--- config.mk ---
export PLATFORM = sky130hd
export DESIGN_NAME = ssa_out
export DESIGN_NICKNAME = d
export VERILOG_FILES = /design/src/ssa_pkg.sv /design/src/ssa_out.sv
export SDC_FILE = /design/constraint.sdc
export NUM_CORES = 1
export LEC_CHECK = 0
export BUFFER_PORTS_ARGS = -buffer_cell sky130_fd_sc_hd__clkbuf_2
export CAP_MARGIN = 40
export CELL_PAD_IN_SITES_DETAIL_PLACEMENT = 1
export CELL_PAD_IN_SITES_GLOBAL_PLACEMENT = 2
export CORE_ASPECT_RATIO = 0.7
export CORE_UTILIZATION = 23
export CTS_CLUSTER_SIZE = 25
export DETAILED_ROUTE_END_ITERATION = 10
export PLACE_DENSITY_LB_ADDON = 0.25
export REMOVE_ABC_BUFFERS = 1
export SLEW_MARGIN = 5
export SYNTH_ARGS = -nofsm -noshare
export SYNTH_HDL_FRONTEND = slang
export SYNTH_SLANG_ARGS = --single-unit
--- constraint.sdc ---
create_clock -name clk -period 1.17 [get_ports clk]
set_clock_uncertainty 0.05 [all_clocks]
set_input_delay 0.0585 -clock clk [delete_from_list [all_inputs] [get_ports clk]]
set_output_delay 0.0585 -clock clk [all_outputs]
set_load 0.01 [all_outputs]
--- src/ssa_pkg.sv ---
// Shared types, constants and helpers of the slab slot allocator.
package ssa_pkg;

  localparam int MAX_SLABS      = 64;
  localparam int SLOTS_PER_SLAB = 64;

  localparam int SLAB_W   = $clog2(MAX_SLABS);
  localparam int SLOT_W   = $clog2(SLOTS_PER_SLAB);
  localparam int LVL_W    = $clog2(SLOTS_PER_SLAB + 1);
  localparam int OPEN_W   = $clog2(MAX_SLABS + 1);
  localparam int STK_AW   = SLAB_W + SLOT_W;
  localparam int STATUS_W = 2;

  localparam int IN_TDATA_W  = ((SLAB_W + SLOT_W + 7) / 8) * 8;
  localparam int OUT_TDATA_W = ((SLAB_W + SLOT_W + STATUS_W + 7) / 8) * 8;

  localparam logic OP_ALLOC   = 1'b0;
  localparam logic OP_RELEASE = 1'b1;

  localparam logic [STATUS_W-1:0] STATUS_OK        = 2'd0;
  localparam logic [STATUS_W-1:0] STATUS_POOL_FULL = 2'd1;
  localparam logic [STATUS_W-1:0] STATUS_NOT_OPEN  = 2'd2;
  localparam logic [STATUS_W-1:0] STATUS_SLAB_FULL = 2'd3;

  typedef struct packed {
    logic              operation;
    logic [SLAB_W-1:0] slab_number;
    logic [SLOT_W-1:0] slot_number;
  } ssa_item_t;

  typedef struct packed {
    logic [STATUS_W-1:0] status;
    logic [SLOT_W-1:0]   granted_slot;
    logic [SLAB_W-1:0]   granted_slab;
  } ssa_result_t;

  // Per-slab bookkeeping: stack depth and lowest depth ever reached.
  typedef struct packed {
    logic [LVL_W-1:0] level;
    logic [LVL_W-1:0] low;
  } ssa_meta_t;

  // Lowest set bit of a slab bitmap.
  function automatic logic [SLAB_W-1:0] ssa_first_set(input logic [MAX_SLABS-1:0] v);
    logic [SLAB_W-1:0] idx;
    idx = '0;
    for (int i = MAX_SLABS - 1; i >= 0; i--) begin
      if (v[i]) begin
        idx = SLAB_W'(i);
      end
    end
    return idx;
  endfunction

endpackage

--- src/ssa_out.sv ---
// Output register of the result stream.
module ssa_out
  import ssa_pkg::*;
(
  input  logic                   clk,
  input  logic                   rst,
  input  logic                   res_valid,
  input  ssa_result_t            res,
  output logic                   res_free,
  output logic                   m_tvalid,
  input  logic                   m_tready,
  output logic [OUT_TDATA_W-1:0] m_tdata
);

  assign res_free = !m_tvalid || m_tready;

  always_ff @(posedge clk) begin
    if (rst) begin
      m_tvalid <= 1'b0;
    end else if (res_valid && res_free) begin
      m_tvalid <= 1'b1;
    end else if (m_tready) begin
      m_tvalid <= 1'b0;
    end
  end

  // Payload needs no reset: hold it until the next beat loads.
  always_ff @(posedge clk) begin
    if (res_valid && res_free) begin
      m_tdata <= OUT_TDATA_W'({res.status, res.granted_slot, res.granted_slab});
    end
  end

endmodule
---- After elaboration in Yosys (flattened, before gate mapping) ----
Cells that the tools add are included.
word-level totals
  register bits ........................... 15
  latch bits .............................. 0
  memory bits (writable) .................. 0
  memory bits (read-only) ................. 0
  logic and storage cells ................. 8
  memories kept ........................... 0
operators by class
  add/sub/neg operators ................... 0
  multipliers ............................. 0
  div/mod/pow operators ................... 0
  $lt $le $gt $ge ......................... 0
  equal/unequal tests ..................... 0
  shifts and indexed selects .............. 0
  mux-type cells .......................... 2
  bitwise gates (word level) .............. 0
  reductions and logical operators ........ 4
operator list
  operator           number
  $mux 1             2
  $reduce_bool 2->1  1
  $logic_and 1x1->1  1
  $logic_not 1->1    1
  $logic_or 1x1->1   1

---- Logic depth before layout (Yosys ltp) ----
  word-level depth ........................ 4
  gate-level depth with buffers ........... 2

---- Least setup slack after synthesis ----
No wires, ideal clock.
  kind .................................... flip-flop to flip-flop
  start ................................... register m_tvalid
  end ..................................... register m_tdata[0] (enable)
  arrival time ............................ 674 ps
  data required time ...................... 811 ps
  setup slack ............................. 137 ps
  stages on the path, launching flop included .. 3
  clock period less this slack ............ 1,033 ps
  path through ............................ dfxtp_1 -> nand2b_4 -> and2_4
on the way
  word-level cells in the longest chain between the ends .. 3
RTL lines
  element                 line           source
  from (decl)             ssa_out.sv:10  output logic m_tvalid,
  from (signal assigned)  ssa_out.sv:19  m_tvalid <= 1'b0;
  from (signal assigned)  ssa_out.sv:21  m_tvalid <= 1'b1;
  from (signal assigned)  ssa_out.sv:23  m_tvalid <= 1'b0;
  $logic_not 1->1         ssa_out.sv:15  assign res_free = !m_tvalid || m_tready;
  $logic_or 1x1->1        ssa_out.sv:15
  via res_free            ssa_out.sv:9   output logic res_free,
  $logic_and 1x1->1       ssa_out.sv:29  if (res_valid && res_free) begin
  to (signal assigned)    ssa_out.sv:30  m_tdata <= OUT_TDATA_W'({res.status, res.granted_slot, res.granted_slab});
  to (decl)               ssa_out.sv:12  output logic [OUT_TDATA_W-1:0] m_tdata
The timed path passes the listed nets, and every way through them passes these cells.
A chain may end at the register's enable or synchronous reset.

---- Worst setup path in the final report ----
  start ................................... register m_tvalid
  end ..................................... register m_tdata[1] (enable)
on the way
  word-level cells in the longest chain between the ends .. 3
RTL lines
  element            line
  $logic_not 1->1    ssa_out.sv:15
  $logic_or 1x1->1   ssa_out.sv:15
  $logic_and 1x1->1  ssa_out.sv:29
Every way passes these cells.

==> metrics.log <==
INFO  metric area_inside_the_core_boundary = about 1900 um^2
INFO  metric crit_path_max_delay_cell_type = sky130_fd_sc_hd__dfxtp_1
INFO  metric period_needed = roughly 1.0 ns
INFO  metric port_buffers = 33
INFO  metric required = 1.09 ns
INFO  metric hold_path_depth = 3
INFO  metric worstSetupPathType = reg2reg
INFO  metric yosysWarningCount = 0
INFO  metric hp-class = in2reg
INFO  metric design_power_total = around 1.0 mW
INFO  metric cts.repair.resized = 0
INFO  metric grt_setup_unrepaired = no
INFO  metric timing.critical_path.to_type = register
INFO  metric clkSlewWorstSetupHoldPaths = approximately 0.080 ns
INFO  metric tritoncts_clock_tree = yes
INFO  metric avgViaCountPerCell = roughly 3.8
INFO  metric worst_r2r_path_depth = 2
INFO  metric postSynthCellCount = 22
INFO  metric synth.top_cells.by_area = sky130_fd_sc_hd__edfxtp_1, sky130_fd_sc_hd__dfxtp_1, sky130_fd_sc_hd__buf_4, sky130_fd_sc_hd__nand2b_4, sky130_fd_sc_hd__a21oi_2
INFO  metric seq_area = ~440 um^2
INFO  metric failed_checks = DRC
INFO  metric clockRootBuffer = sky130_fd_sc_hd__clkbuf_4
INFO  metric cts_num_sinks = 15
INFO  metric cts.repair_timing.setup_buffer_count = 0
INFO  metric grt_first_pass_wirelength = around 1500 um
INFO  metric most_common_library_cell_in_the_layout_ignoring_fill_and_taps = sky130_fd_sc_hd__clkbuf_2
INFO  metric ir_drop = roughly 0.54 mV
INFO  metric critical_path.reg2reg.startpoint = m_tvalid
INFO  metric synth.largest_area_cell = sky130_fd_sc_hd__edfxtp_1
INFO  metric max_clock_freq = slightly below 1000 MHz
INFO  metric nNetsFinal = between 90 and 100
INFO  metric hold_buffers = 16
INFO  metric syn-mean-instance-area = between 20 and 25 um^2
INFO  metric detail_route.wl_per_cell = about 10 um
INFO  metric timing.critical_path.arrival = 0.95 ns
INFO  metric multi_input_combinational_cell_area = between 30 and 40 um^2
INFO  metric synth_largest_type_area_fraction = 0.8506
INFO  metric drive_gt1_frac = 0.5270
INFO  metric synth.lib_cells_used.distinct = 8
INFO  metric clk_path_buf_depth = 2
INFO  metric antenna_cells = 0
INFO  metric globalplace.congestion = 0.5655
INFO  metric first_pass_iters = 6
INFO  metric worstSkewPairLatency = ~0.27 ns
INFO  metric worst_min_delay_path_startpoint = m_tready
INFO  metric start_kind = register
INFO  metric grt_overflow = 0
INFO  metric most-common-layout-cells = sky130_fd_sc_hd__clkbuf_2, sky130_fd_sc_hd__dlygate4sd3_1, sky130_fd_sc_hd__edfxtp_1
INFO  metric synth-seq-area-share = 0.8911
INFO  metric cts_made_buffers = 3
INFO  metric timing_hold_violations_final = 0
INFO  metric cell_chain_of_the_critical_path = nand2b_4 -> and2_4
INFO  metric die_h = between 40 and 50 um
INFO  metric post_route_wl = 1001 um
INFO  metric floorplan.initialDensity = 0.2553
INFO  metric design.die.area = around 2300 um^2
INFO  metric outcome = finished, violations left
INFO  metric reg_to_reg_endpoint = m_tdata[1]
INFO  metric initial_antenna_violation_count = 0
INFO  metric power_leakage = ~0.39 nW
INFO  metric detailroute.via_count = 368
INFO  metric count_of_fill_cells_added_during_filler_insertion = 210
INFO  metric floorplan.die.width = ~57 um
INFO  metric ant_nets = 0
INFO  metric flow.area_growth_from_synthesis = 74.43%
INFO  metric htree_levels = 1
INFO  metric worst_path_max_stage_delay = between 0.3 and 0.4 ns
INFO  metric fin_tns_setup = 0 ns
INFO  metric post-route-drc-count = 3
INFO  metric maxCapViolations = 0
INFO  metric post_synth_instance_area = a little under 500 um^2
INFO  metric place.detailed.hpwl = between 700 and 800 um
INFO  metric critPathMaxFanout = 14
INFO  metric first_global_vias = between 300 and 400
INFO  metric std_cell_rows = 13
INFO  metric power-per-cell-area = around 1200 nW/um^2
INFO  metric grt.total_usage = 0.09513
INFO  metric final.period_utilization = 0.8820
INFO  metric whs_endpoint = m_tvalid
INFO  metric timing.final.max_slew_violations = 0
INFO  metric setup.reg_to_reg.worst_slack = roughly 0.14 ns
INFO  metric report.final.setup_viol = 0
INFO  metric pin_count = 36
INFO  metric grt_max_degree = 15
INFO  metric yosys_reg_bits = 15
INFO  metric initialDrtViolationCount = 6
## through the flow
step | utilization | worst slack [ns] | hold slack, ns | area, um^2 | std cells
final | 0.4454 | 0.1381 | 0.02227 | 862.1 | 96
after global routing | 0.4454 | 0.1027 | 0.01137 | 862.1 | 96
after CTS | 0.4454 | 0.1179 | 0.01232 | 862.1 | 96
after detailed placement | 0.3491 | 0.1292 | 0.1763 | 675.6 | 76
after global placement | 0.3491 | 0.1511 | 0.1815 | 675.6 | 76
after floorplan | - | 0.1365 | 0.07094 | 483.0 | 21
## flip-flops by register name, indices dropped and copies added, names as in the netlist
register and count:
m_tdata 14, m_tvalid 1
## critical path: cells and delay by family (launching register included)
kind | cells | cell delay [ns]
flip-flops | 1 | 0.34
AND/OR/NAND/NOR | 2 | 0.34
## where the power goes
group	total [mW]	internal (mW)	leakage, nW	switching [mW]
Clock	0.276	0.132	0.0150	0.144
Sequential	0.631	0.623	0.144	0.00891
Combinational	0.140	0.0812	0.229	0.0591
## cell usage after synthesis
master and count:
sky130_fd_sc_hd__and2_4 1, sky130_fd_sc_hd__nand2b_4 1, sky130_fd_sc_hd__dfxtp_1 1, sky130_fd_sc_hd__buf_4 2, sky130_fd_sc_hd__inv_1 1, sky130_fd_sc_hd__a21oi_2 1, sky130_fd_sc_hd__conb_1 1, sky130_fd_sc_hd__edfxtp_1 14
## routing by layer
layer / vias up / track usage / wire (um)
li1: 183 / - / -
met1: 167 / 0.09804 / 362
met2: 16 / 0.1657 / 550
met3: 2 / 0.05678 / 80
met4: 0 / 0.03659 / 7
met5: - / 0 / 0
## final cells by class
| type | count | area share |
|---|---|---|
| inverter | 1 | 0.004354 |
| timing repair buffer | 49 | 0.3774 |
| clock buffer | 4 | 0.03048 |
| sequential | 15 | 0.5109 |
| multi-input combinational | 5 | 0.04499 |
| tap | 22 | 0.03193 |
## cell families after synthesis
group,after synthesis,share of synthesized area
other cells,1,0.007588
flops,15,0.8911
compound gates,1,0.01772
simple gates,2,0.04557
buf+inv,3,0.03796
## worst max-delay path by stage
stage	from	to	depth (start not counted)
finish	m_tvalid	m_tdata[1]	2
global route	m_tvalid	m_tdata[4]	2
CTS	m_tvalid	m_tdata[1]	2
detailed placement	m_tvalid	m_tdata[11]	2
global placement	m_tvalid	m_tdata[11]	2
floorplan	m_tvalid	m_tdata[0]	2
Note: power is estimated with default switching activity, not from simulation.
