File: src/ssa_ram.sv
// Generic single-port-write, registered-read RAM.
module ssa_ram #(
  parameter int WIDTH = 8,
  parameter int DEPTH = 64
) (
  input  logic                     clk,
  input  logic                     we,
  input  logic [$clog2(DEPTH)-1:0] waddr,
  input  logic [WIDTH-1:0]         wdata,
  input  logic                     re,
  input  logic [$clog2(DEPTH)-1:0] raddr,
  output logic [WIDTH-1:0]         rdata
);

  logic [WIDTH-1:0] mem [DEPTH];

  always_ff @(posedge clk) begin
    if (we) begin
      mem[waddr] <= wdata;
    end
    if (re) begin
      rdata <= mem[raddr];
    end
  end

endmodule

File: config.mk
export PLATFORM = sky130hd
export DESIGN_NAME = ssa_ram
export DESIGN_NICKNAME = d
export VERILOG_FILES = /design/src/ssa_ram.sv
export SDC_FILE = /design/constraint.sdc
export NUM_CORES = 1
export LEC_CHECK = 0
export BUFFER_PORTS_ARGS = -buffer_cell sky130_fd_sc_hd__buf_4
export CAP_MARGIN = 20
export CORE_MARGIN = 2
export CORE_UTILIZATION = 60
export CTS_CLUSTER_SIZE = 20
export DETAILED_ROUTE_END_ITERATION = 8
export PLACE_DENSITY = 0.84
export SLEW_MARGIN = 20
export SYNTH_ARGS = -nofsm -noshare
export SYNTH_HDL_FRONTEND = slang
export SYNTH_SLANG_ARGS = --single-unit
File: constraint.sdc
create_clock -name clk -period 2.6 [get_ports clk]
set_clock_uncertainty 0.05 [all_clocks]
set_input_delay 0.52 -clock clk [delete_from_list [all_inputs] [get_ports clk]]
set_output_delay 0.52 -clock clk [all_outputs]
set_load 0.01 [all_outputs]
==> Word-level counts from Yosys, hierarchy flattened <==
Memory sizes are Yosys's and may differ from the RTL's. A register that Yosys moved wholly into a read port is not among the register bits.
Index checks and enable logic that the tools add are counted.
{ "totals": {"mem_bits_rw": 512, "inputBits": 23, "out_inout_bits": 8, "mem_count": 1, "regBits": 0} }
{ "classes": {"muxes": 2} }
{ "memory_table": {"columns": ["name", "words", "word_bits", "read_ports", "rd_ports_with_merged_regs", "wr", "line", "text"], "rows": [
  ["mem", 64, 8, 1, 1, 1, "15", "logic [WIDTH-1:0] mem [DEPTH];"]
]} }
{ "ops": {"columns": ["cell", "count"], "rows": [
  ["1-bit two-way mux", 2]
]} }

==> Depth between registers and ports, before layout <==
Gate-level depths: netlist of the first run.
{ "logic_depth": {"ltp_word": 2, "ltp_mapped": 9, "ltp_nobuf": 5} }

==> Worst setup path before layout of the first run <==
Ideal clock, no wire load.
{ "synth_path": {"path_kind": "input to register", "startpoint": "in raddr[1]", "endpoint": "reg rdata[3], read port of mem (data pin)", "stages": 7, "n_path_buf": 3, "setup_time_ns": 0.266, "t_required_ns": 2.284, "t_arrival_ns": 2.060, "path_slack_ns": 0.224, "cell_sequence": "buf_4 buf_2 buf_2 mux4_2 mux4_2 o21ai_1 o41ai_1"} }
{ "synth_lines": {"columns": ["item", "line", "text"], "rows": [
  ["from (decl)", "11", "input logic [$clog2(DEPTH)-1:0] raddr,"],
  ["to (decl)", "12", "output logic [WIDTH-1:0] rdata"]
]} }

==> results of run 1 <==
-- registers in the layout, indices dropped and copies added, names as in the netlist --
signal  flops
rdata       8
mem       512
-- how the worst min path moves through the flow --
stage | slack (ns) | from | cells after the start | end
floorplan | 0.57 | wdata[0] | 0 | mem[0][0]
global placement | 0.79 | re | 1 | rdata[0]
global route | 0.22 | re | 1 | rdata[4]
finish | 0.23 | re | 1 | rdata[4]
detailed placement | 0.80 | re | 1 | rdata[4]
CTS | 0.21 | re | 1 | rdata[6]
-- synthesized netlist by cell type --
cell	count	area, µm²
nand3b_1	3	22.52
o221a_2	2	22.52
buf_1	4	15.01
buf_12	2	40.04
or3_1	1	6.260
o32ai_1	2	17.52
mux2_2	13	146.4
buf_2	11	55.05
o21ai_1	2	10.01
buf_6	4	45.04
nor2b_1	14	87.58
o2bb2ai_1	3	26.28
nand2_1	19	71.32
nor3_1	7	35.03
o21a_1	2	15.01
o311ai_1	1	8.760
o41ai_1	2	17.52
buf_4	13	97.59
o22ai_1	8	50.05
a31oi_1	1	6.260
o21ai_0	2	10.01
clkbuf_1	17	63.81
a2111oi_0	2	17.52
nand3_1	13	65.06
o2111ai_1	3	26.28
nor2_1	83	311.6
o221ai_1	8	70.07
a22oi_1	3	22.52
nand2b_1	7	43.79
and2_1	1	6.260
mux2i_1	23	230.2
a221oi_1	6	52.55
a21oi_1	3	15.01
nor4_1	2	12.51
nand4_1	2	12.51
mux4_2	126	2838
a211oi_1	4	30.03
edfxtp_1	520	15610
nand4b_1	1	8.760
-- power by group --
| part | total (mW) | switching, mW | leakage, nW | internal, mW |
|---|---|---|---|---|
| sequential | 9.33 | 0.0300 | 4.69 | 9.30 |
| combinational | 0.932 | 0.557 | 2.06 | 0.375 |
| clock | 7.16 | 2.99 | 0.791 | 4.17 |
| total | 17.4 | 3.58 | 7.53 | 13.8 |
-- routing by layer --
metal  wire length (µm)  part of all wire (%)
met1              16720                    35
met2              23770                    50
met3               4964                    10
met5                  0                     0
met4               2164                   4.5
-- worst max-delay path, delay by kind of cell, from the launching register on --
kind             cells  cell delay, ns
multiplexers         2            0.81
AO/OA/AOI/OAI        2            0.43
flip-flops           1            0.42
AND/OR/NAND/NOR      1            0.34
-- cell families after synthesis --
family	synth area share (%)
simple gates	3.374
compound gates	2.064
buf+inv	1.563
flops	77.12
mux	15.88
-- area by class of cell --
type	count	area, µm²	share of cell area (%)
tap	448	560.5	2.404
clock buffer	58	1303	5.587
multi-input combinational	369	4315	18.51
sequential	520	15620	66.98
antenna	2	5.005	0.02147
clock inverter	29	310.3	1.331
timing repair buffer	143	1205	5.168
-- per-stage QoR --
stage	setup TNS [ns]	area, µm²	total power [mW]	worst slack, ns	std cells
after floorplan	0	20250	9.988	0.2237	940
after global placement	-0.3413	21700	10.37	-0.1108	1480
after detailed placement	-0.6350	21700	10.41	-0.1907	1480
after CTS	0	23310	17.48	0.2942	1567
after global routing	0	23310	17.83	0.3146	1568
final	0	23310	17.42	0.2903	1569
==> impl_metrics.yaml, run 1 <==
outcome:
  status: "finished, final reports clean"
timing:
  hold_violations: 0
  timing.fmax_ghz: 0.4330
  relSlewSlack_pct: 49.13
  rsz0062_at_grt: "no"
  fin_crit_sh_pct: 88.83
  setup_viol: 0
  tightest_slew_ns: 0.7631
  period_minus_slack_ns: 2.310
  finalMaxSlewViolations: 0
  holdWs_ns: 0.2282
finish:
  final_common_cell: "edfxtp_1"
  final_util_pct: 69.88
  fin_nets: 1106
  nFillCells: 1871
  final_cell_mix: "edfxtp_1 (520), buf_4 (132), mux4_2 (126)"
  syn_to_final_growth_pct: 15.15
  drive_gt1_share_pct: 31.90
worst_setup_path:
  endpoint: "rdata[6]"
  cp-end-kind: "register"
  crit_chain: "mux4_2 > mux2_2 > o221a_2 > nor3_1 > o32ai_1"
  cp-startpoint: "mem[29][6]"
  r2r_slack_ns: 0.29
  cp.required_ns: 2.86
  ff2ff_path_depth: 5
  critPathLaunchType: "register"
  critPathKind: "reg2reg"
  slowest_stage: "mux4_2"
  worstReg2RegEnd: "rdata[6]"
  cp_max_fo: 1
  r2r_start: "mem[29][6]"
  cp.arrival_ns: 2.57
  slowest_delay_ns: 0.50
pwr:
  peakVddDrop_mv: 0.5218
  power_leakage_nw: 7.532
  power_density_nw_per_um2: 747.2
route:
  post-route-drc-count: 0
  drtAntennaViolNets: 0
  first_pass_iters: 7
  routedWlPerCell_um: 30.35
  vias_per_cell: 6.704
  vias: 10520
  first_iter_violations: 1735
  wirelength_um: 47620
min_path:
  hold_class: "in2reg"
clock_network:
  post_cts_buffers: 0
  cts_sinks: 520
  cts_resized: 0
  cts_tree: "done"
  clockBufferDepth: 3
  clk_pin_slew_ns: 0.07
  cts_root_buffer: "clkbuf_16"
  cts_made_buffers: 49
  cts_hold_buffers: 0
  cts_max_level: 2
  clock_latency_ns: 0.57
floorplanning:
  die_h_um: 187.7
  start_util_pct: 60.68
  die-area_um2: 35230
  num_rows: 67
  io_pins: 31
  core_area_um2: 33360
  die_w_um: 187.7
synth:
  syn_inst: 940
  synth.net_count: 963
  ys_ff_latch: 520
  synth.distinct_cells: 39
  postSynthAreaPerCell_um2: 21.54
  ys_seq_area_share_pct: 77.12
  yosys_warnings: 0
  netlist_area_um2: 20250
placed_design:
  io_buffers: 30
  dpl.hpwl_um: 27710
  gp_congestion: 0.8432
run:
  maxCapViolCount: 0
global_route:
  grt_use_met1_pct: 37.29
  grt_overflow: 0
  grt_pass1_vias: 10660
  grt_pass1_wl_um: 70530
  grt_util_all_layers_pct: 27.75
  grtUsageMet3_pct: 4.978
  antenna_found_initial: 2
  use_met2_pct: 46.04
  top_usage_layer: "met2"
  grt_max_degree: 65
(Power assumes the default switching activity.)
==> run 2, diff against run 1 <==
- BUFFER_PORTS_ARGS: -buffer_cell sky130_fd_sc_hd__buf_4 -> -buffer_cell sky130_fd_sc_hd__buf_2
- CELL_PAD_IN_SITES_DETAIL_PLACEMENT: not set -> 1
- CELL_PAD_IN_SITES_GLOBAL_PLACEMENT: not set -> 1
- CORE_UTILIZATION: 60 -> 56
- PLACE_DENSITY: 0.84 -> 0.87
==> run 2 against run 1 <==
Compared with the run above: clock-buffer cell count is 4 higher; utilization is 3.8 points lower; sequential power about the same; die area is 7.0% higher; routed wire length is 18% higher; flip-flop and latch count unchanged; clock power shrank 1%; via count increased by 3.9%; total power barely moved; register-to-register slack lost 0.11 ns; combinational power rose by 9%; cell area rose by 0.82%.
==> impl_metrics.yaml, run 2 (synthesis results as in run 1) <==
floorplanning:
  die-area_um2: 37690
  io_pins: 31
  die_h_um: 194.1
  core_area_um2: 35570
  die_w_um: 194.1
  num_rows: 69
  start_util_pct: 56.92
route:
  first_iter_violations: 1578
  vias_per_cell: 6.761
  drtAntennaViolNets: 0
  vias: 10930
  routedWlPerCell_um: 34.83
  wirelength_um: 56290
  first_pass_iters: 5
  post-route-drc-count: 0
worst_setup_path:
  endpoint: "rdata[0]"
  cp-startpoint: "raddr[1]"
  cp-end-kind: "register"
  critPathKind: "in2reg"
  cp.required_ns: 2.86
  r2r_start: "mem[47][0]"
  critPathLaunchType: "primary input"
  cp.arrival_ns: 2.76
  r2r_slack_ns: 0.18
  worstReg2RegEnd: "rdata[0]"
  cp_max_fo: 33
  ff2ff_path_depth: 4
clock_network:
  cts_resized: 0
  clockBufferDepth: 3
  cts_hold_buffers: 0
  clock_latency_ns: 0.60
  cts_max_level: 2
  cts_sinks: 520
  cts_root_buffer: "clkbuf_16"
  cts_tree: "done"
  post_cts_buffers: 0
  cts_made_buffers: 50
  clk_pin_slew_ns: 0.07
outcome:
  status: "finished, final reports clean"
timing:
  finalMaxSlewViolations: 0
  timing.fmax_ghz: 0.3999
  rsz0062_at_grt: "no"
  hold_violations: 0
  fin_ws_ns: 0.09919
  setup_tns_ns: 0
  setup_viol: 0
  tightest_slew_ns: 0.7656
  period_minus_slack_ns: 2.501
  relSlewSlack_pct: 48.96
  fin_crit_sh_pct: 96.19
  holdWs_ns: 0.2634
finish:
  top_register: "mem"
  final_cell_mix: "edfxtp_1 (520), mux4_2 (126), buf_4 (126)"
  fin_nets: 1135
  stdcell_area_um2: 23510
  final_common_cell: "edfxtp_1"
  syn_to_final_growth_pct: 16.09
  drive_gt1_share_pct: 33.22
  largest_reg_flops: 512
  reg_top3: "mem x512, rdata x8"
global_route:
  grt_overflow: 0
  antenna_found_initial: 5
  grt_util_all_layers_pct: 30.77
  grt_pass1_wl_um: 82500
  grt_pass1_vias: 11460
  grt_max_degree: 65
placed_design:
  io_buffers: 30
  dp_slack_ns: -0.2638
  gp_congestion: 0.8422
  dpl_cell_area_um2: 21940
  dpl.hpwl_um: 34410
min_path:
  hold_class: "in2reg"
run:
  maxCapViolCount: 0
pwr:
  power_leakage_nw: 7.654
  total_power_mw: 17.42
  power_density_nw_per_um2: 741.2
  peakVddDrop_mv: 0.6583
## run 2: layer usage
| layer | track usage (%) | wire [µm] |
|---|---|---|
| met5 | 0 | 35 |
| met4 | 14.84 | 2708 |
| met3 | 6.123 | 5570 |
| met2 | 48.94 | 27440 |
| met1 | 41.48 | 20540 |
## run 2: cell type report
class	count	area, µm²
flip-flops and latches	520	15620
fillers	2871	12060
multi-input cells	369	4315
repair buffers	171	1435
clock buffers	62	1360
well taps	461	576.8
clock inverters	31	197.7
diodes	2	5.005
## run 2: how the worst min path moves through the flow
stage	from	to	slack, ns	cells after the start
after floorplan	wdata[0]	mem[0][0]	0.57	0
after global placement	mem[18][0]	rdata[0]	0.85	4
after detailed placement	re	rdata[4]	0.86	1
after CTS	re	rdata[1]	0.23	1
after global routing	re	rdata[0]	0.25	1
final	re	rdata[3]	0.26	1
## run 2: critical path: stages
cell       delay [ns]
buf_4            0.15
buf_12           0.23
buf_4            0.23
buf_4            0.20
nor2b_1          0.35
a22oi_1          0.13
a221oi_1         0.69
o2bb2ai_1        0.21
## run 2: through the flow
stage                     instances  utilization (%)
final                          1616            66.08
after floorplan                 940                -
after detailed placement       1521            61.69
after global placement         1521            61.69
after global routing           1615            66.08
after CTS                      1614            66.07
## run 2: where the power goes
part	leakage (nW)	switching, mW	internal [mW]	total, mW
registers	4.69	0.0314	9.29	9.33
clock network	0.768	3.17	3.90	7.08
logic	2.20	0.617	0.403	1.02
total	7.65	3.82	13.6	17.4
==> run 3, diff against run 2 <==
- ABC_AREA: not set -> 1
- CORE_UTILIZATION: 56 -> 51
==> run 3 against run 2 <==
Compared with the run above: routed wire length increased by 19%; first-iteration DRC count up 19%; via count is 40% higher; global-route usage rose by 0.39 points; synthesized area is 5.8% higher; combinational power increased by 20%; register-to-register slack better by 0.75 ns; flip-flop and latch count stayed put; hold slack better by 0.029 ns; utilization decreased by 7.8 points; cell area increased by 3.3%; critical path type unchanged.
==> impl_metrics.yaml, run 3 <==
worst_setup_path:
  cp.arrival_ns: 2.29
  critPathKind: "in2reg"
  cp_max_fo: 113
  cp.required_ns: 3.01
  cp-end-kind: "register"
  critPathLaunchType: "primary input"
timing:
  timing.fmax_ghz: 0.5319
  finalMaxSlewViolations: 0
  period_minus_slack_ns: 1.880
  hold_violations: 0
  fin_ws_ns: 0.7198
  setup_tns_ns: 0
  fin_crit_sh_pct: 72.32
  relSlewSlack_pct: 46.62
  tightest_slew_ns: 0.8008
  setup_viol: 0
  rsz0062_at_grt: "no"
floorplanning:
  die-area_um2: 43650
  core_area_um2: 41670
  die_w_um: 208.9
  num_rows: 75
  io_pins: 31
  die_h_um: 208.9
  start_util_pct: 51.41
global_route:
  grt_use_met1_pct: 38.59
  grt_max_degree: 114
  grt_overflow: 0
  grt_pass1_vias: 16380
  top_usage_layer: "met2"
  grtUsageMet3_pct: 5.500
  grt_util_all_layers_pct: 31.16
  antenna_found_initial: 3
  use_met2_pct: 52.59
  grt_pass1_wl_um: 101300
finish:
  final_cell_mix: "nand2_1 (648), edfxtp_1 (520), nand3_1 (439)"
  fin_nets: 1904
  top_register: "mem"
  largest_reg_flops: 512
  syn_to_final_growth_pct: 13.35
  final_common_cell: "nand2_1"
  drive_gt1_share_pct: 11.12
  reg_top3: "mem x512, rdata x8"
outcome:
  status: "finished, final reports clean"
clock_network:
  cts_tree: "done"
  cts_max_level: 2
  cts_resized: 0
  cts_sinks: 520
  clk_pin_slew_ns: 0.07
  cts_root_buffer: "clkbuf_16"
  cts_made_buffers: 52
  clock_latency_ns: 0.60
  cts_hold_buffers: 0
  clockBufferDepth: 3
  post_cts_buffers: 0
synth:
  ys_seq_area_share_pct: 72.90
  synth_edf_count: 520
  yosys_warnings: 0
  synth.net_count: 1828
  netlist_area_um2: 21420
  ys_ff_latch: 520
  synth.distinct_cells: 15
  yosysTopAreaCell: "edfxtp_1"
  synth_compound_area_share_pct: 0
  netlist.area_leader.share_pct: 72.90
  synth_xor_area_share_pct: 0
  synthAdderAreaFrac_pct: 0
  synthTopCellsByArea: "edfxtp_1 (73%), nand2_1 (11%), nand3_1 (10%), buf_6 (1.8%), nor2_1 (0.98%)"
  postSynthAreaPerCell_um2: 11.87
  synthSimpleGateAreaFrac_pct: 23.09
  synth.most_common_cell: "nand2_1"
  synth_ff_type: "edfxtp_1"
  synthTopCellsByCount: "nand2_1 (648), edfxtp_1 (520), nand3_1 (439)"
  synthMuxAreaShare_pct: 0
  syn_inst: 1805
  synth_top_family_by_area: "simple AND/OR/NAND/NOR gates"
  postSynth.asyncResetShare_pct: 0
route:
  wirelength_um: 66810
  vias_per_cell: 6.213
  routedWlPerCell_um: 27.09
  first_pass_iters: 5
  drtAntennaViolNets: 0
  first_iter_violations: 1871
  post-route-drc-count: 0
  vias: 15320
run:
  maxCapViolCount: 0
pwr:
  power_density_nw_per_um2: 754.6
  power_leakage_nw: 8.888
  peakVddDrop_mv: 0.6109
placed_design:
  io_buffers: 30
  gp_congestion: 0.8737
  dp_slack_ns: 0.1970
  dpl.hpwl_um: 39360
min_path:
  hold_class: "in2reg"
==> run 3: cell count changes in the layout (fill, tap and decap cells not counted), moves of 8 or more <==
cell,before,now
mux2_2,13,0
mux2i_1,23,0
inv_1,0,9
nor2_1,83,56
buf_4,126,82
nor2b_1,14,0
nand3_1,13,439
o22ai_1,8,0
mux4_2,126,0
o221ai_1,8,0
nand2_1,19,648
==> run 3: power breakdown <==
group | total (mW) | internal (mW) | switching (mW)
Clock | 7.77 | 4.52 | 3.25
Combinational | 1.22 | 0.311 | 0.913
Sequential | 9.33 | 9.29 | 0.0313
Total | 18.3 | 14.1 | 4.20
==> run 3: cells by family (layout without fill, tap and decap cells) <==
family | count (synthesis) | after routing
other | 0 | 2
buffers and inverters | 125 | 245
DFF | 520 | 520
and+or+nand+nor | 1160 | 1160
==> run 3: path summary, 6_finish.rpt <==
path	from	endpoint	slack (ns)	cells after the start
hold / removal	re	rdata[3]	0.29	1
hold reg to reg	mem[30][1]	rdata[1]	0.92	8
setup / recovery	raddr[0]	rdata[4]	0.72	10
setup reg to reg	mem[3][5]	rdata[5]	0.93	8
==> run 3: cell type report <==
cell class	instances	area (µm²)
multi-input combinational	1160	4946
fill	4207	17390
clock inverter	39	389.1
timing repair buffer	135	1247
antenna	2	5.005
inverter	12	52.55
tap	539	674.4
clock buffer	59	1349
sequential	520	15620
==> run 3: per-layer routing <==
| metal | share of wire, % | vias to the layer above |
|---|---|---|
| li1 | - | 6516 |
| met1 | 36 | 7692 |
| met2 | 50 | 861 |
| met3 | 8.2 | 250 |
| met4 | 5.4 | 2 |
| met5 | 0.016 | - |
==> run 3: critical path, cell delays in order <==
cell	delay (ns)
buf_6	0.23
buf_12	0.42
nand2_1	0.15
nand3_1	0.14
nand3_1	0.10
nand2_1	0.17
nand2_1	0.08
nand3_1	0.15
nand3_1	0.11
nand2_1	0.10
==> run 3: per-stage QoR <==
stage	util, %	hold WS (ns)	std cells	instance area (µm²)	power [mW]
6_report	58.27	0.2926	2466	24280	18.32
3_5_place_dp	54.09	0.8693	2366	22540	10.67
2_1_floorplan	-	0.5689	1805	21420	10.15
4_1_cts	58.26	0.2664	2464	24270	18.36
5_1_grt	58.27	0.2867	2466	24280	18.75
3_3_place_gp	54.09	0.8204	2366	22540	10.59
