$ cat src/ssa_pkg.sv
// Shared types, constants and helpers of the slab slot allocator.
package ssa_pkg;

  localparam int MAX_SLABS      = 64;
  localparam int SLOTS_PER_SLAB = 64;

  localparam int SLAB_W   = $clog2(MAX_SLABS);
  localparam int SLOT_W   = $clog2(SLOTS_PER_SLAB);
  localparam int LVL_W    = $clog2(SLOTS_PER_SLAB + 1);
  localparam int OPEN_W   = $clog2(MAX_SLABS + 1);
  localparam int STK_AW   = SLAB_W + SLOT_W;
  localparam int STATUS_W = 2;

  localparam int IN_TDATA_W  = ((SLAB_W + SLOT_W + 7) / 8) * 8;
  localparam int OUT_TDATA_W = ((SLAB_W + SLOT_W + STATUS_W + 7) / 8) * 8;

  localparam logic OP_ALLOC   = 1'b0;
  localparam logic OP_RELEASE = 1'b1;

  localparam logic [STATUS_W-1:0] STATUS_OK        = 2'd0;
  localparam logic [STATUS_W-1:0] STATUS_POOL_FULL = 2'd1;
  localparam logic [STATUS_W-1:0] STATUS_NOT_OPEN  = 2'd2;
  localparam logic [STATUS_W-1:0] STATUS_SLAB_FULL = 2'd3;

  typedef struct packed {
    logic              operation;
    logic [SLAB_W-1:0] slab_number;
    logic [SLOT_W-1:0] slot_number;
  } ssa_item_t;

  typedef struct packed {
    logic [STATUS_W-1:0] status;
    logic [SLOT_W-1:0]   granted_slot;
    logic [SLAB_W-1:0]   granted_slab;
  } ssa_result_t;

  // Per-slab bookkeeping: stack depth and lowest depth ever reached.
  typedef struct packed {
    logic [LVL_W-1:0] level;
    logic [LVL_W-1:0] low;
  } ssa_meta_t;

  // Lowest set bit of a slab bitmap.
  function automatic logic [SLAB_W-1:0] ssa_first_set(input logic [MAX_SLABS-1:0] v);
    logic [SLAB_W-1:0] idx;
    idx = '0;
    for (int i = MAX_SLABS - 1; i >= 0; i--) begin
      if (v[i]) begin
        idx = SLAB_W'(i);
      end
    end
    return idx;
  endfunction

endpackage

$ cat src/ssa_ctrl.sv
// Allocation sequencer: slab bitmap, metadata and stack read-modify-write.
module ssa_ctrl
  import ssa_pkg::*;
(
  input  logic                    clk,
  input  logic                    rst,
  input  logic                    in_valid,
  output logic                    in_ready,
  input  ssa_item_t               in_item,
  output logic                    meta_re,
  output logic [SLAB_W-1:0]       meta_raddr,
  input  ssa_meta_t               meta_rdata,
  output logic                    meta_we,
  output logic [SLAB_W-1:0]       meta_waddr,
  output ssa_meta_t               meta_wdata,
  output logic                    stk_re,
  output logic [STK_AW-1:0]       stk_raddr,
  input  logic [SLOT_W-1:0]       stk_rdata,
  output logic                    stk_we,
  output logic [STK_AW-1:0]       stk_waddr,
  output logic [SLOT_W-1:0]       stk_wdata,
  output logic                    res_valid,
  output ssa_result_t             res,
  input  logic                    res_free
);

  localparam logic [1:0] S_IDLE = 2'd0;
  localparam logic [1:0] S_META = 2'd1;
  localparam logic [1:0] S_STK  = 2'd2;
  localparam logic [1:0] S_PUT  = 2'd3;

  localparam logic [LVL_W-1:0]  LVL_FULL = LVL_W'(SLOTS_PER_SLAB);
  localparam logic [SLOT_W-1:0] SLOT_TOP = SLOT_W'(SLOTS_PER_SLAB - 1);
  localparam logic [OPEN_W-1:0] OPEN_MAX = OPEN_W'(MAX_SLABS);

  logic [1:0]           state;
  logic [OPEN_W-1:0]    open_slabs;
  logic [MAX_SLABS-1:0] bitmap;
  logic                 op_q;
  logic [SLAB_W-1:0]    slab_q;
  logic [SLOT_W-1:0]    slot_q;
  logic                 opening_q;
  logic                 full_q;
  logic                 unopened_q;
  logic                 orig_q;
  logic [SLOT_W-1:0]    pos_q;
  ssa_result_t          res_q;

  logic                 accept;
  logic                 any_free;
  logic [SLAB_W-1:0]    first_free;
  logic [SLAB_W-1:0]    target;
  ssa_meta_t            cur;
  logic [LVL_W-1:0]     lvl_dec;
  logic                 orig;
  logic                 rel_ok;
  logic                 fin;
  ssa_result_t          fin_res;

  assign in_ready   = (state == S_IDLE);
  assign accept     = in_valid && in_ready;
  assign any_free   = |bitmap;
  assign first_free = ssa_first_set(bitmap);

  always_comb begin
    if (in_item.operation == OP_RELEASE) begin
      target = in_item.slab_number;
    end else if (any_free) begin
      target = first_free;
    end else begin
      target = open_slabs[SLAB_W-1:0];
    end
  end

  assign meta_re    = accept;
  assign meta_raddr = target;

  // A freshly opened slab has never been written: use its full-stack values.
  always_comb begin
    if (opening_q) begin
      cur.level = LVL_FULL;
      cur.low   = LVL_FULL;
    end else begin
      cur = meta_rdata;
    end
  end

  assign lvl_dec = cur.level - LVL_W'(1);
  // Entries below the low mark were never pushed; their values follow the initial order.
  assign orig    = (cur.level == cur.low);
  assign rel_ok  = !unopened_q && (cur.level != LVL_FULL);

  always_comb begin
    meta_we    = 1'b0;
    meta_waddr = slab_q;
    meta_wdata = cur;
    stk_re     = 1'b0;
    stk_raddr  = {slab_q, lvl_dec[SLOT_W-1:0]};
    stk_we     = 1'b0;
    stk_waddr  = {slab_q, cur.level[SLOT_W-1:0]};
    stk_wdata  = slot_q;
    if (state == S_META && !full_q) begin
      if (op_q == OP_ALLOC) begin
        meta_we          = 1'b1;
        meta_wdata.level = lvl_dec;
        meta_wdata.low   = orig ? lvl_dec : cur.low;
        stk_re           = !orig;
      end else if (rel_ok) begin
        meta_we          = 1'b1;
        meta_wdata.level = cur.level + LVL_W'(1);
        stk_we           = 1'b1;
      end
    end
  end

  always_comb begin
    fin                  = 1'b0;
    fin_res.granted_slab = '0;
    fin_res.granted_slot = '0;
    fin_res.status       = STATUS_OK;
    if (state == S_META && (full_q || op_q == OP_RELEASE)) begin
      fin = 1'b1;
      if (full_q) begin
        fin_res.status = STATUS_POOL_FULL;
      end else if (unopened_q) begin
        fin_res.status = STATUS_NOT_OPEN;
      end else if (cur.level == LVL_FULL) begin
        fin_res.status = STATUS_SLAB_FULL;
      end
    end else if (state == S_STK) begin
      fin                  = 1'b1;
      fin_res.granted_slab = slab_q;
      fin_res.granted_slot = orig_q ? (SLOT_TOP - pos_q) : stk_rdata;
    end
  end

  assign res_valid = fin || (state == S_PUT);
  assign res       = (state == S_PUT) ? res_q : fin_res;

  always_ff @(posedge clk) begin
    if (rst) begin
      state      <= S_IDLE;
      open_slabs <= '0;
      bitmap     <= '0;
    end else begin
      unique case (state)
        S_IDLE: begin
          if (accept) begin
            op_q       <= in_item.operation;
            slab_q     <= target;
            slot_q     <= in_item.slot_number;
            opening_q  <= (in_item.operation == OP_ALLOC) && !any_free;
            full_q     <= (in_item.operation == OP_ALLOC) && !any_free
                          && (open_slabs == OPEN_MAX);
            unopened_q <= ({1'b0, in_item.slab_number} >= (SLAB_W+1)'(open_slabs));
            state      <= S_META;
          end
        end
        S_META: begin
          if (op_q == OP_ALLOC && !full_q) begin
            orig_q         <= orig;
            pos_q          <= lvl_dec[SLOT_W-1:0];
            bitmap[slab_q] <= (lvl_dec != '0);
            if (opening_q) begin
              open_slabs <= open_slabs + OPEN_W'(1);
            end
            state <= S_STK;
          end else begin
            if (rel_ok && !full_q) begin
              bitmap[slab_q] <= 1'b1;
            end
            res_q <= fin_res;
            state <= res_free ? S_IDLE : S_PUT;
          end
        end
        S_STK: begin
          res_q <= fin_res;
          state <= res_free ? S_IDLE : S_PUT;
        end
        S_PUT: begin
          if (res_free) begin
            state <= S_IDLE;
          end
        end
        default: state <= S_IDLE;
      endcase
    end
  end

endmodule

$ cat config.mk
export PLATFORM = sky130hd
export DESIGN_NAME = ssa_ctrl
export DESIGN_NICKNAME = d
export VERILOG_FILES = /design/src/ssa_pkg.sv /design/src/ssa_ctrl.sv
export SDC_FILE = /design/constraint.sdc
export NUM_CORES = 1
export LEC_CHECK = 0
export ABC_AREA = 1
export ABC_CLOCK_PERIOD_IN_PS = 3500
export BUFFER_PORTS_ARGS = -buffer_cell sky130_fd_sc_hd__buf_2
export CORE_AREA = 2 2 138 140
export CTS_BUF_LIST = sky130_fd_sc_hd__clkbuf_8
export DETAILED_ROUTE_END_ITERATION = 16
export DIE_AREA = 0 0 140 142
export SLEW_MARGIN = 5
export SYNTH_ARGS = -nofsm -noshare
export SYNTH_HDL_FRONTEND = slang
export SYNTH_SLANG_ARGS = --single-unit
$ cat constraint.sdc
create_clock -name clk -period 3.5 [get_ports clk]
set_clock_uncertainty 0.1 [all_clocks]
set_input_delay 0.525 -clock clk [delete_from_list [all_inputs] [get_ports clk]]
set_output_delay 0.525 -clock clk [all_outputs]
set_load 0.02 [all_outputs]
Yosys cells after proc, flatten, opt, wreduce, memory -nomap -nowiden
Index checks and enable logic that the tools add are counted.
- register bits after elaboration: 110
- latch bits: 0
- bits in writable memories: 0
- bits in read-only memories: 0
- input port bits: 37
- output and inout bits: 76
- logic and storage cells: 162
- memories: 0
- $add $sub $neg: 4
- multiply operators: 0
- divide/modulo/power cells: 0
- $lt $le $gt $ge: 3
- eq/ne operators: 10
- shift operators: 0
- multiplexer cells: 101
- bitwise gates (word level): 4
- reduce and logical (&&, ||, !) cells: 26
- operators with widths (cell ; number):
    $mux W6 ; 67
    $mux W64 ; 2
    $bwmux W64 ; 1
    $or A64 B64 Y64 ; 1
    $reduce_or A64 Y1 ; 1
    $mux W14 ; 4
    $mux W7 ; 4
    $pmux W14 S2 ; 1
    $mux W12 ; 2
    $mux W2 ; 8
    $add A7 B1 Y7 const B ; 2
    $eq A7 B7 Y1 const B ; 2
    $reduce_and A3 Y1 ; 4
    $mux W1 ; 10
    $logic_and A1 B1 Y1 ; 9
    $pmux W2 S4 ; 1
    $eq A7 B7 Y1 ; 1
    $ge A6 B7 Y1 ; 1
    $lt A6 B7 Y1 const B ; 1
    $ne A7 B7 Y1 const B ; 1
    $reduce_bool A7 Y1 ; 1
    $sub A7 B1 Y7 const B ; 1
    $demux W1 S6 ; 1
    $ge A6 B1 Y1 const B ; 1
    11 further kinds ; 21

Logic depth before layout (Yosys ltp)
Gate-level depths: netlist (run 1).
- word-level depth: 66
- mapped depth: 65
- mapped depth without buffers: 65

Worst setup path after synthesis (run 1)
No wires, ideal clock.
- path kind: register -> output
- from: register bitmap[62]
- to: output port meta_raddr[0]
- arrival: 3141 ps
- data required time: 2875 ps
- setup slack: -266 ps
- stages on the path, launching flop included: 66
- buffers on the path: 0
- cell sequence: dfxtp_1 inv_1 nand2_1 nand2_1 nand2_1 nand2_1 nand2_1 nand2_1 nand2_1 nand2_1 nand2_1 nand2_1 nand2_1 nand2_1 nand2_1 nand2_1 nand2_1 nand2_1 [... 30 more ...] nand2_1 nand2_1 nand2_1 nand2_1 nand2_1 nand2_1 nand2_1 nand2_1 nand2_1 nand2_1 nand2_1 nand2_1 nand2_1 nand2_1 nand2_1 nand2_1 nand2_1 nand2_1
- longest elaborated chain between the ends: 65
- elaborated cells on any way between the ends: 66
- those cells by class: mux: 65; reduce/logical: 1
- RTL lines (item ; line ; source):
    from (decl) ; ssa_ctrl.sv:38 ; logic [MAX_SLABS-1:0] bitmap;
    from (signal, indexed assignment) ; ssa_ctrl.sv:163 ; bitmap[slab_q] <= (lvl_dec != '0);
    $mux W6 (63 in series) ; ssa_pkg.sv:48 ; if (v[i]) begin
    $mux W6 * ; ssa_ctrl.sv:68 ; end else if (any_free) begin
    $mux W6 * ; ssa_ctrl.sv:66 ; if (in_item.operation == OP_RELEASE) begin
    to (decl) ; ssa_ctrl.sv:11 ; output logic [SLAB_W-1:0] meta_raddr,
Mark *: on every way between the ends. The rest lies on a longest branch, timed or not.

Final worst setup path (run 1)
- from: register bitmap[61]
- to: output port meta_raddr[0]
- longest elaborated chain between the ends: 64
- elaborated cells on any way between the ends: 65
- those cells by class: mux: 64; reduce/logical: 1
- RTL lines (item ; line):
    $mux W6 (62 in series) ; ssa_pkg.sv:48
    $mux W6 * ; ssa_ctrl.sv:68
    $mux W6 * ; ssa_ctrl.sv:66
Marked as above.

==> reports/metrics.cfg, run 1 <==
[global_route]
antenna_found_initial = 0
grt_pass1_vias = 5637
grt_pass1_wl_mm = 28.7
grt_max_degree = 65
track_usage = 0.182
grt_overflow = 0

[setup_path]
cp_slowest_cell = dfxtp_1
critical_path.most_common_cell = nand2_1
worst-endpoint-arrival_ns = 3.96
cp-start-kind = flop
crit_fanout = 2
critPathBufInv = 2
cp-end-kind = output pin
crit_type = reg2out
cp.required_ns = 2.87
slowest_delay_ns = 0.39
cpLargestDelayFamily = simple AND/OR/NAND/NOR gates

[sta]
finalSetupViolations = 3
finalHoldViolations = 0
rsz0062_at_grt = true
slew_headroom = 0.601
finalCriticalPeriod_ns = 4.59
tightestPinTransition_ns = 0.597
worst_slack_ns = -1.09
whs_ns = 0.203
maxSlewViolCount = 0
finalCritPeriodShare = 1.31
max_freq_ghz = 0.218

[run]
drv_cap = 0

[layout]
drive_gt1_frac = 0.210
utilization = 0.409
fin_nets = 1051
areaGrowthSynthToFinish_pct = 19.9
antenna_cells = 0
n_fill_cell = 1924

[logic_synthesis]
synth.distinct_cells = 35
yosysMostFrequentCell = nand2_1
yosysTopAreaCellShare = 0.232
async_reset_ff_frac = 0
yosys_most_used_dff = dfxtp_1
synth_nets = 934
synth_edf_count = 37
ys_seq_elements = 110
synth_area_leaders = dfxtp_1, edfxtp_1, nand2_1, nor2_1, a221oi_1
avgSynthCellArea_sq_um = 7.11
synthesis.area_sq_mm = 0.00629
synth_top_area_cell = dfxtp_1
synth_common_cells = nand2_1, nor2_1, inv_1
synth_seq_area_share = 0.409
synth_cells = 885
ys_warn_count = 0

[route]
vias_per_cell = 4.99
wl_mm = 18.2
wl_per_cell_microns = 14.7
drt_iter0_drc = 555
dr_total_vias = 6195
ant_nets = 0
drcViolationCount = 4
first_pass_iters = 14

[min_path]
hp-class = in2reg

[clock_network]
cts-root-buf = clkbuf_8
cts_made_buffers = 9
postCtsHoldBufs = 0
cts_buffer_depth = 2
insertion_delay_ns = 0.40
cts_tree = done
clk_pin_slew_worst_paths_ns = 0.10
clock_sink_count = 110
htree_levels = 3

[power]
ir_drop_v = 0.000276
p_int_uw = 1890
p_switching_uw = 779
p_seq_frac = 0.515
netSwitchingFraction = 0.292
p_comb_frac = 0.159
p_leak_uw = 0.00329
clockPowerShare = 0.326
powerDensity_mw_per_mm2 = 353

[placed_design]
dp_hpwl_mm = 12.9
io_buffer_count = 112
place_ws_ns = -0.710
gp_congestion = 0.877

[floorplan]
boundaryPins = 113
die_width_microns = 140
die_h_microns = 142
core_sq_mm = 0.0185
rows = 50
die_area_sq_mm = 0.0199
initial_core_util = 0.341

[run_status]
status = finished, violations left
violations = DRC, setup timing

## final timing paths
kind,from,to,slack (ns),cells past startpoint
min,in_item[0],stk_wdata[0],0.20,1
max reg2reg,bitmap[62],meta_waddr[0],-0.26,65
min reg2reg,bitmap[42],bitmap[42],0.39,2
max,bitmap[61],meta_raddr[0],-1.09,65
## through the flow
step,area [sq um],cells,total power [uW],setup TNS (ns)
floorplan,6300,885,1660,-0.225
global placement,7200,1218,1810,-0.975
detailed placement,7200,1218,1810,-0.994
CTS,7460,1235,2680,-1.72
global route,7540,1241,2770,-3.62
finish,7540,1241,2670,-1.68
## registers in the layout (all words and copies together) (netlist names)
signal	count
pos_q	6
full_q	1
res_q	14
bitmap	64
opening_q	1
op_q	1
unopened_q	1
open_slabs	7
stk_wdata	6
orig_q	1
meta_waddr	6
state	2
## cells in the final DEF (no fill, tap or decap), types with 12 or more instances in the layout
cell type and count:
buf_4 36, nor2_1 148, nand3_1 16, a21oi_1 13, edfxtp_1 37, ha_1 12
inv_1 126, buf_2 110, inv_2 16, o21ai_0 18, dfxtp_1 72, nand2_1 213
nor3_1 25, a31o_2 14, a221oi_1 64
## worst register-to-register path: cells and delay by family, from the launching register on
kind,cells,cell delay [ns]
buffers and inverters,1,0.04
flip-flops,1,0.34
AND/OR/NAND/NOR,64,3.04
## routing by layer
layer	wire length [microns]	vias up	track usage
li1	-	3141	-
met3	1070	27	0.0333
met4	402	0	0.0590
met5	0	-	0
met1	8610	2821	0.258
met2	8140	206	0.282
## power groups by stage
stage	sequential (uW)	combinational [uW]	clock [uW]
after floorplan	1390	264	0
after global placement	1400	407	0
after detailed placement	1400	406	0
after CTS	1370	411	893
after global routing	1380	463	927
final	1370	424	870
## final cells by class
| class | instances | area (sq um) | area share |
|---|---|---|---|
| tap | 234 | 293 | 0.0388 |
| clock buffer | 9 | 124 | 0.0164 |
| inverter | 144 | 541 | 0.0717 |
| timing repair buffer | 150 | 883 | 0.117 |
| sequential | 110 | 2570 | 0.341 |
| clock inverter | 7 | 96.3 | 0.0128 |
| multi-input combinational | 587 | 3030 | 0.402 |
## repair_timing
action / in CTS / in global routing
pin swaps: 1 / 3
endpoints found under the setup margin: 12 / 18
gates resized for setup: 10 / 14
setup buffers: 1 / 6
## logic make-up (layout without fill, tap and decap cells)
kind of cell	count (synthesis)	in the layout	share of synthesized area
flops	110	110	0.409
mux	1	1	0.00179
xor+xnor	7	7	0.00974
simple gates	422	422	0.264
fa+ha+maj	12	12	0.0239
compound gates	145	145	0.172
buf+inv	188	310	0.119
Note: power is estimated with default switching activity, not from simulation.
==> inputs of run 2 (changes only) <==
--- a/config.mk
+++ b/config.mk
@@ -6,13 +6,13 @@
 export NUM_CORES = 1
 export LEC_CHECK = 0
 export ABC_AREA = 1
-export ABC_CLOCK_PERIOD_IN_PS = 3500
 export BUFFER_PORTS_ARGS = -buffer_cell sky130_fd_sc_hd__buf_2
 export CORE_AREA = 2 2 138 140
 export CTS_BUF_LIST = sky130_fd_sc_hd__clkbuf_8
 export DETAILED_ROUTE_END_ITERATION = 16
 export DIE_AREA = 0 0 140 142
-export SLEW_MARGIN = 5
+export SLEW_MARGIN = 20
 export SYNTH_ARGS = -nofsm -noshare
 export SYNTH_HDL_FRONTEND = slang
 export SYNTH_SLANG_ARGS = --single-unit
+export TNS_END_PERCENT = 5
==> reports/metrics.cfg, run 2 (synthesis results as in run 1) <==
[run_status]
status = finished, violations left  ; unchanged
violations = DRC, setup timing  ; unchanged

[run]
drv_cap = 0  ; unchanged

[sta]
finalCritPeriodShare = 1.32  ; was 1.31
setup_tns_ns = -1.74  ; was -1.68 ns
worst_slack_ns = -1.11  ; was -1.09 ns
tightestPinTransition_ns = 0.602  ; was 0.597 ns
finalSetupViolations = 5  ; was 3
finalHoldViolations = 0  ; unchanged
slew_headroom = 0.597  ; was 0.601
max_freq_ghz = 0.217  ; was 0.218 GHz
maxSlewViolCount = 0  ; unchanged
finalCriticalPeriod_ns = 4.61  ; was 4.59 ns
rsz0062_at_grt = true  ; unchanged

[layout]
final_area_sq_mm = 0.00741  ; was 0.00754 sq mm
utilization = 0.402  ; was 0.409
final_common_cell = nand2_1  ; unchanged
drive_gt1_frac = 0.199  ; was 0.210
final_cells = 1234  ; was 1,241
regArea_sq_mm = 0.00257  ; unchanged
most-common-layout-cells = nand2_1, nor2_1, inv_1  ; unchanged
largest_reg_flops = 64  ; unchanged
fin_nets = 1044  ; was 1,051
largest_register = bitmap  ; unchanged
n_fill_cell = 1896  ; was 1,924
antenna_cells = 0  ; unchanged
areaGrowthSynthToFinish_pct = 17.8  ; was 19.9%
reg.largest.list = bitmap (64), res_q (14), open_slabs (7)  ; unchanged
multi_input_area_sq_mm = 0.00300  ; was 0.00303 sq mm

[clock_network]
cts_setup_buffers = 0  ; was 1
clk_pin_slew_worst_paths_ns = 0.11  ; was 0.10 ns
cts_tree = done  ; unchanged
insertion_delay_ns = 0.40  ; about the same
cts_made_buffers = 9  ; unchanged
cts-root-buf = clkbuf_8  ; unchanged
postCtsHoldBufs = 0  ; unchanged
htree_levels = 3  ; unchanged
clock_sink_count = 110  ; unchanged
cts_buffer_depth = 2  ; unchanged

[route]
vias_per_cell = 4.96  ; was 4.99
drcViolationCount = 7  ; was 4
ant_nets = 0  ; unchanged
wl_mm = 18.0  ; was 18.2 mm
drt_iter0_drc = 532  ; was 555
dr_total_vias = 6124  ; was 6,195
wl_per_cell_microns = 14.6  ; was 14.7 microns
first_pass_iters = 12  ; was 14

[setup_path]
worst-endpoint-arrival_ns = 3.98  ; was 3.96 ns
crit_type = reg2out  ; unchanged
reg2reg_depth = 65  ; unchanged
r2r_start = bitmap[62]  ; unchanged
crit_fanout = 2  ; unchanged
slowest_delay_ns = 0.35  ; was 0.39 ns
cp-start-kind = flop  ; unchanged
rrSetupSlack_ns = -0.30  ; was -0.26 ns
critical_path.most_common_cell = nand2_1  ; unchanged
cp_slowest_cell = dfxtp_2  ; was dfxtp_1
cp-end-kind = output pin  ; unchanged
timing.rr.end = meta_waddr[0]  ; unchanged
cp.required_ns = 2.87  ; about the same

[min_path]
hp-start = in_item[3]  ; was in_item[0]
hp-class = in2reg  ; unchanged
min_to = stk_wdata[3]  ; was stk_wdata[0]
hold_depth = 1  ; unchanged

[global_route]
grt_overflow = 0  ; unchanged
grt_max_degree = 65  ; unchanged
track_usage = 0.180  ; was 0.182
grt_pass1_wl_mm = 28.6  ; was 28.7 mm
antenna_found_initial = 0  ; unchanged
grt_pass1_vias = 5570  ; was 5,637

[placed_design]
gp_congestion = 0.855  ; was 0.877
placed_cells = 1218  ; unchanged
dp_hpwl_mm = 13.0  ; was 12.9 mm
io_buffer_count = 112  ; unchanged
detailed_place.area_sq_mm = 0.00720  ; about the same

[power]
p_comb_frac = 0.164  ; was 0.159
p_switching_uw = 791  ; was 779 uW
p_leak_uw = 0.00322  ; was 0.00329 uW
p_seq_frac = 0.542  ; was 0.515
clockPowerShare = 0.294  ; was 0.326
powerDensity_mw_per_mm2 = 341  ; was 353 mW/mm^2
netSwitchingFraction = 0.313  ; was 0.292
ir_drop_v = 0.000273  ; was 0.000276 V
p_int_uw = 1740  ; was 1890 uW
power_uw = 2530  ; was 2670 uW

[floorplan]
core_sq_mm = 0.0185  ; unchanged
boundaryPins = 113  ; unchanged
die_area_sq_mm = 0.0199  ; unchanged
initial_core_util = 0.341  ; unchanged
die_width_microns = 140  ; unchanged
die_h_microns = 142  ; unchanged
rows = 50  ; unchanged

-- run 2: changes by cell type in the layout (fill, tap and decap cells not counted), sizes merged --
| cell | previous run | this run |
|---|---|---|
| buf | 150 | 143 |
| clkinvlp | 0 | 4 |
| clkinv | 5 | 3 |
| bufinv | 2 | 0 |
-- run 2: routing by layer --
layer,up-vias,share of wire,global-route usage,wire length [microns]
met4,0,0.018,0.0542,321
met1,2774,0.48,0.253,8620
met5,-,0,0,0
li1,3129,-,-,-
met2,200,0.44,0.282,8000
met3,21,0.060,0.0343,1080
-- run 2: what timing repair did --
| item | 4_1_cts | 5_1_grt |
|---|---|---|
| setup endpoints to repair | 5 | 17 |
| pin swaps | 1 | 0 |
| gates resized for setup | 8 | 3 |
-- run 2: how the worst max path moves through the flow --
stage                          to  cells past startpoint       start
global placement    meta_raddr[0]                     66  bitmap[62]
floorplan           meta_raddr[0]                     65  bitmap[62]
finish              meta_raddr[0]                     66  bitmap[62]
detailed placement  meta_raddr[0]                     66  bitmap[62]
global route        meta_raddr[0]                     66  bitmap[62]
CTS                 meta_raddr[0]                     66  bitmap[62]
-- run 2: through the flow --
step | hold WS [ns] | setup WS, ns
global placement | 0.374 | -0.704
detailed placement | 0.375 | -0.746
CTS | 0.179 | -1.17
floorplan | 0.356 | -0.225
global route | 0.173 | -1.96
finish | 0.198 | -1.11
-- run 2: area by class of cell --
cell class | instances | area share
clock inverters | 7 | 0.00793
flip-flops and latches | 110 | 0.347
multi-input cells | 587 | 0.404
clock buffers | 9 | 0.0167
inverters | 144 | 0.0729
well taps | 234 | 0.0395
repair buffers | 143 | 0.112
-- run 2: power by group through the flow --
stage               combinational, uW  sequential (uW)  clock, uW
floorplan                         263             1390          0
global placement                  407             1400          0
detailed placement                408             1400          0
CTS                               412             1370        767
global route                      451             1380        816
finish                            414             1370        744
-- run 2: critical path: cells and delay by family (launching register included) --
family | cells | cell delay (ns)
and+or+nand+nor | 64 | 3.07
buffers and inverters | 2 | 0.17
DFF | 1 | 0.35
==> inputs of run 3 (changes only) <==
==> constraint.sdc (replaced) <==
create_clock -name clk -period 4.53 [get_ports clk]
set_clock_uncertainty 0.1 [all_clocks]
set_input_delay 0.6795 -clock clk [delete_from_list [all_inputs] [get_ports clk]]
set_output_delay 0.6795 -clock clk [all_outputs]
set_load 0.02 [all_outputs]
==> reports/metrics.cfg, run 3 (synthesis results as in run 1) <==
[sta]
finalHoldViolations = 0  ; unchanged
setup_tns_ns = -0.216  ; was -1.74 ns
finalCriticalPeriod_ns = 4.75
slew_headroom = 0.484  ; was 0.597
whs_ns = 0.354  ; was 0.198 ns
tightestPinTransition_ns = 0.773  ; was 0.602 ns
worst_slack_ns = -0.216  ; was -1.11 ns
finalSetupViolations = 1  ; was 5
max_freq_ghz = 0.211
rsz0062_at_grt = true  ; unchanged
finalCritPeriodShare = 1.05
maxSlewViolCount = 0  ; unchanged

[power]
ir_drop_v = 0.000149  ; was 0.000273 V
powerDensity_mw_per_mm2 = 271  ; was 341 mW/mm^2
p_leak_uw = 0.00313  ; was 0.00322 uW

[route]
dr_total_vias = 6008  ; was 6,124
drt_iter0_drc = 583  ; was 532
drcViolationCount = 7  ; unchanged
first_pass_iters = 11  ; was 12
wl_mm = 17.7  ; was 18.0 mm
ant_nets = 0  ; unchanged
vias_per_cell = 4.94  ; was 4.96
wl_per_cell_microns = 14.6  ; about the same

[min_path]
hp-start = in_item[5]  ; was in_item[3]
hp-class = in2reg  ; unchanged
min_to = stk_wdata[5]  ; was stk_wdata[3]
hold_depth = 1  ; unchanged

[layout]
utilization = 0.392  ; was 0.402
multi_input_area_sq_mm = 0.00298  ; was 0.00300 sq mm
fin_nets = 1025  ; was 1,044
final_common_cell = nand2_1  ; unchanged
most-common-layout-cells = nand2_1, nor2_1, inv_1  ; unchanged
regArea_sq_mm = 0.00257  ; about the same
drive_gt1_frac = 0.179  ; was 0.199
largest_register = bitmap  ; unchanged
reg.largest.list = bitmap (64), res_q (14), open_slabs (7)  ; unchanged
n_fill_cell = 1933  ; was 1,896
antenna_cells = 0  ; unchanged
areaGrowthSynthToFinish_pct = 15.0  ; was 17.8%
final_area_sq_mm = 0.00724  ; was 0.00741 sq mm
largest_reg_flops = 64  ; unchanged

[run]
drv_cap = 0  ; unchanged

[floorplan]
die_h_microns = 142  ; unchanged
die_width_microns = 140  ; unchanged
boundaryPins = 113  ; unchanged
initial_core_util = 0.341  ; unchanged
die_area_sq_mm = 0.0199  ; unchanged
rows = 50  ; unchanged
core_sq_mm = 0.0185  ; unchanged

[clock_network]
clock_sink_count = 110  ; unchanged
cts_tree = done  ; unchanged
cts_buffer_depth = 2  ; unchanged
insertion_delay_ns = 0.40  ; about the same
htree_levels = 3  ; unchanged
cts-root-buf = clkbuf_8  ; unchanged
cts_made_buffers = 9  ; unchanged
clk_pin_slew_worst_paths_ns = 0.11  ; about the same

[setup_path]
cp.required_ns = 3.75  ; was 2.87 ns
rrSetupSlack_ns = 0.63  ; was -0.30 ns
critPathBufInv = 2  ; unchanged
reg2reg_depth = 66  ; was 65
startpoint = bitmap[62]  ; unchanged
worst-endpoint-arrival_ns = 3.97  ; was 3.98 ns
cp-end-kind = output pin  ; unchanged
timing.rr.end = meta_waddr[0]  ; unchanged
cpLargestDelayFamily = simple AND/OR/NAND/NOR gates  ; unchanged
critical_path.most_common_cell = nand2_1  ; unchanged
cp_slowest_cell = dfxtp_2  ; unchanged
crit_type = reg2out  ; unchanged
crit_fanout = 2  ; unchanged
cp-start-kind = flop  ; unchanged
r2r_start = bitmap[62]  ; unchanged
slowest_delay_ns = 0.35  ; about the same

[placed_design]
place_ws_ns = 0.153  ; was -0.746 ns
detailed_place.area_sq_mm = 0.00702  ; was 0.00720 sq mm
io_buffer_count = 112  ; unchanged
gp_congestion = 0.906  ; was 0.855
dp_hpwl_mm = 12.7  ; was 13.0 mm

[run_status]
violations = DRC, setup timing  ; unchanged
status = finished, violations left  ; unchanged

[global_route]
grt_pass1_wl_mm = 28.3  ; was 28.6 mm
grt-busiest-layer = met2  ; unchanged
grt_overflow = 0  ; unchanged
track_usage = 0.179  ; was 0.180
grt_util_met1 = 0.253  ; about the same
grtUsageMet3 = 0.0363  ; was 0.0343
antenna_found_initial = 0  ; unchanged
grt_pass1_vias = 5471  ; was 5,570
grtUsageMet2 = 0.281  ; was 0.282
grt_max_degree = 71  ; was 65

run 3: where the power goes:
group          internal (uW)  total, uW  switching [uW]
combinational           92.8        311             218
sequential              1040       1060            21.7
clock                    212        587             375
total                   1340       1960             615
run 3: what timing repair did:
| action | 4_1_cts | 5_1_grt |
|---|---|---|
| setup buffers | 1 | 1 |
| gates resized for setup | 6 | 0 |
| hold buffers | 0 | 0 |
| setup endpoints to repair | 1 | 2 |
run 3: worst max-delay path by stage:
stage                    end  cells after the start  slack [ns]
6_report       meta_raddr[0]                     66       -0.22
5_1_grt        meta_raddr[0]                     66       -1.05
4_1_cts        meta_raddr[0]                     66       -0.27
3_5_place_dp   meta_raddr[0]                     66        0.15
3_3_place_gp   meta_raddr[0]                     66        0.16
2_1_floorplan  meta_raddr[0]                     65        0.61
run 3: routing by layer:
layer / vias to the layer above / routed length, microns
met2: 175 / 7840
met1: 2724 / 8490
li1: 3092 / -
met5: - / 0
met3: 17 / 1140
met4: 0 / 260
run 3: layout make-up:
cell class                      count  share of cell area
Multi-Input combinational cell    587               0.412
Inverter                          144              0.0747
Clock buffer                        9              0.0171
Tap cell                          234              0.0405
Clock inverter                      7             0.00951
Sequential cell                   110               0.356
Timing Repair Buffer              124              0.0908
run 3: metrics by stage:
stage	power [uW]	instances
2_1_floorplan	1280	885
3_3_place_gp	1390	1197
3_5_place_dp	1390	1197
4_1_cts	1980	1214
5_1_grt	2050	1215
6_report	1960	1215
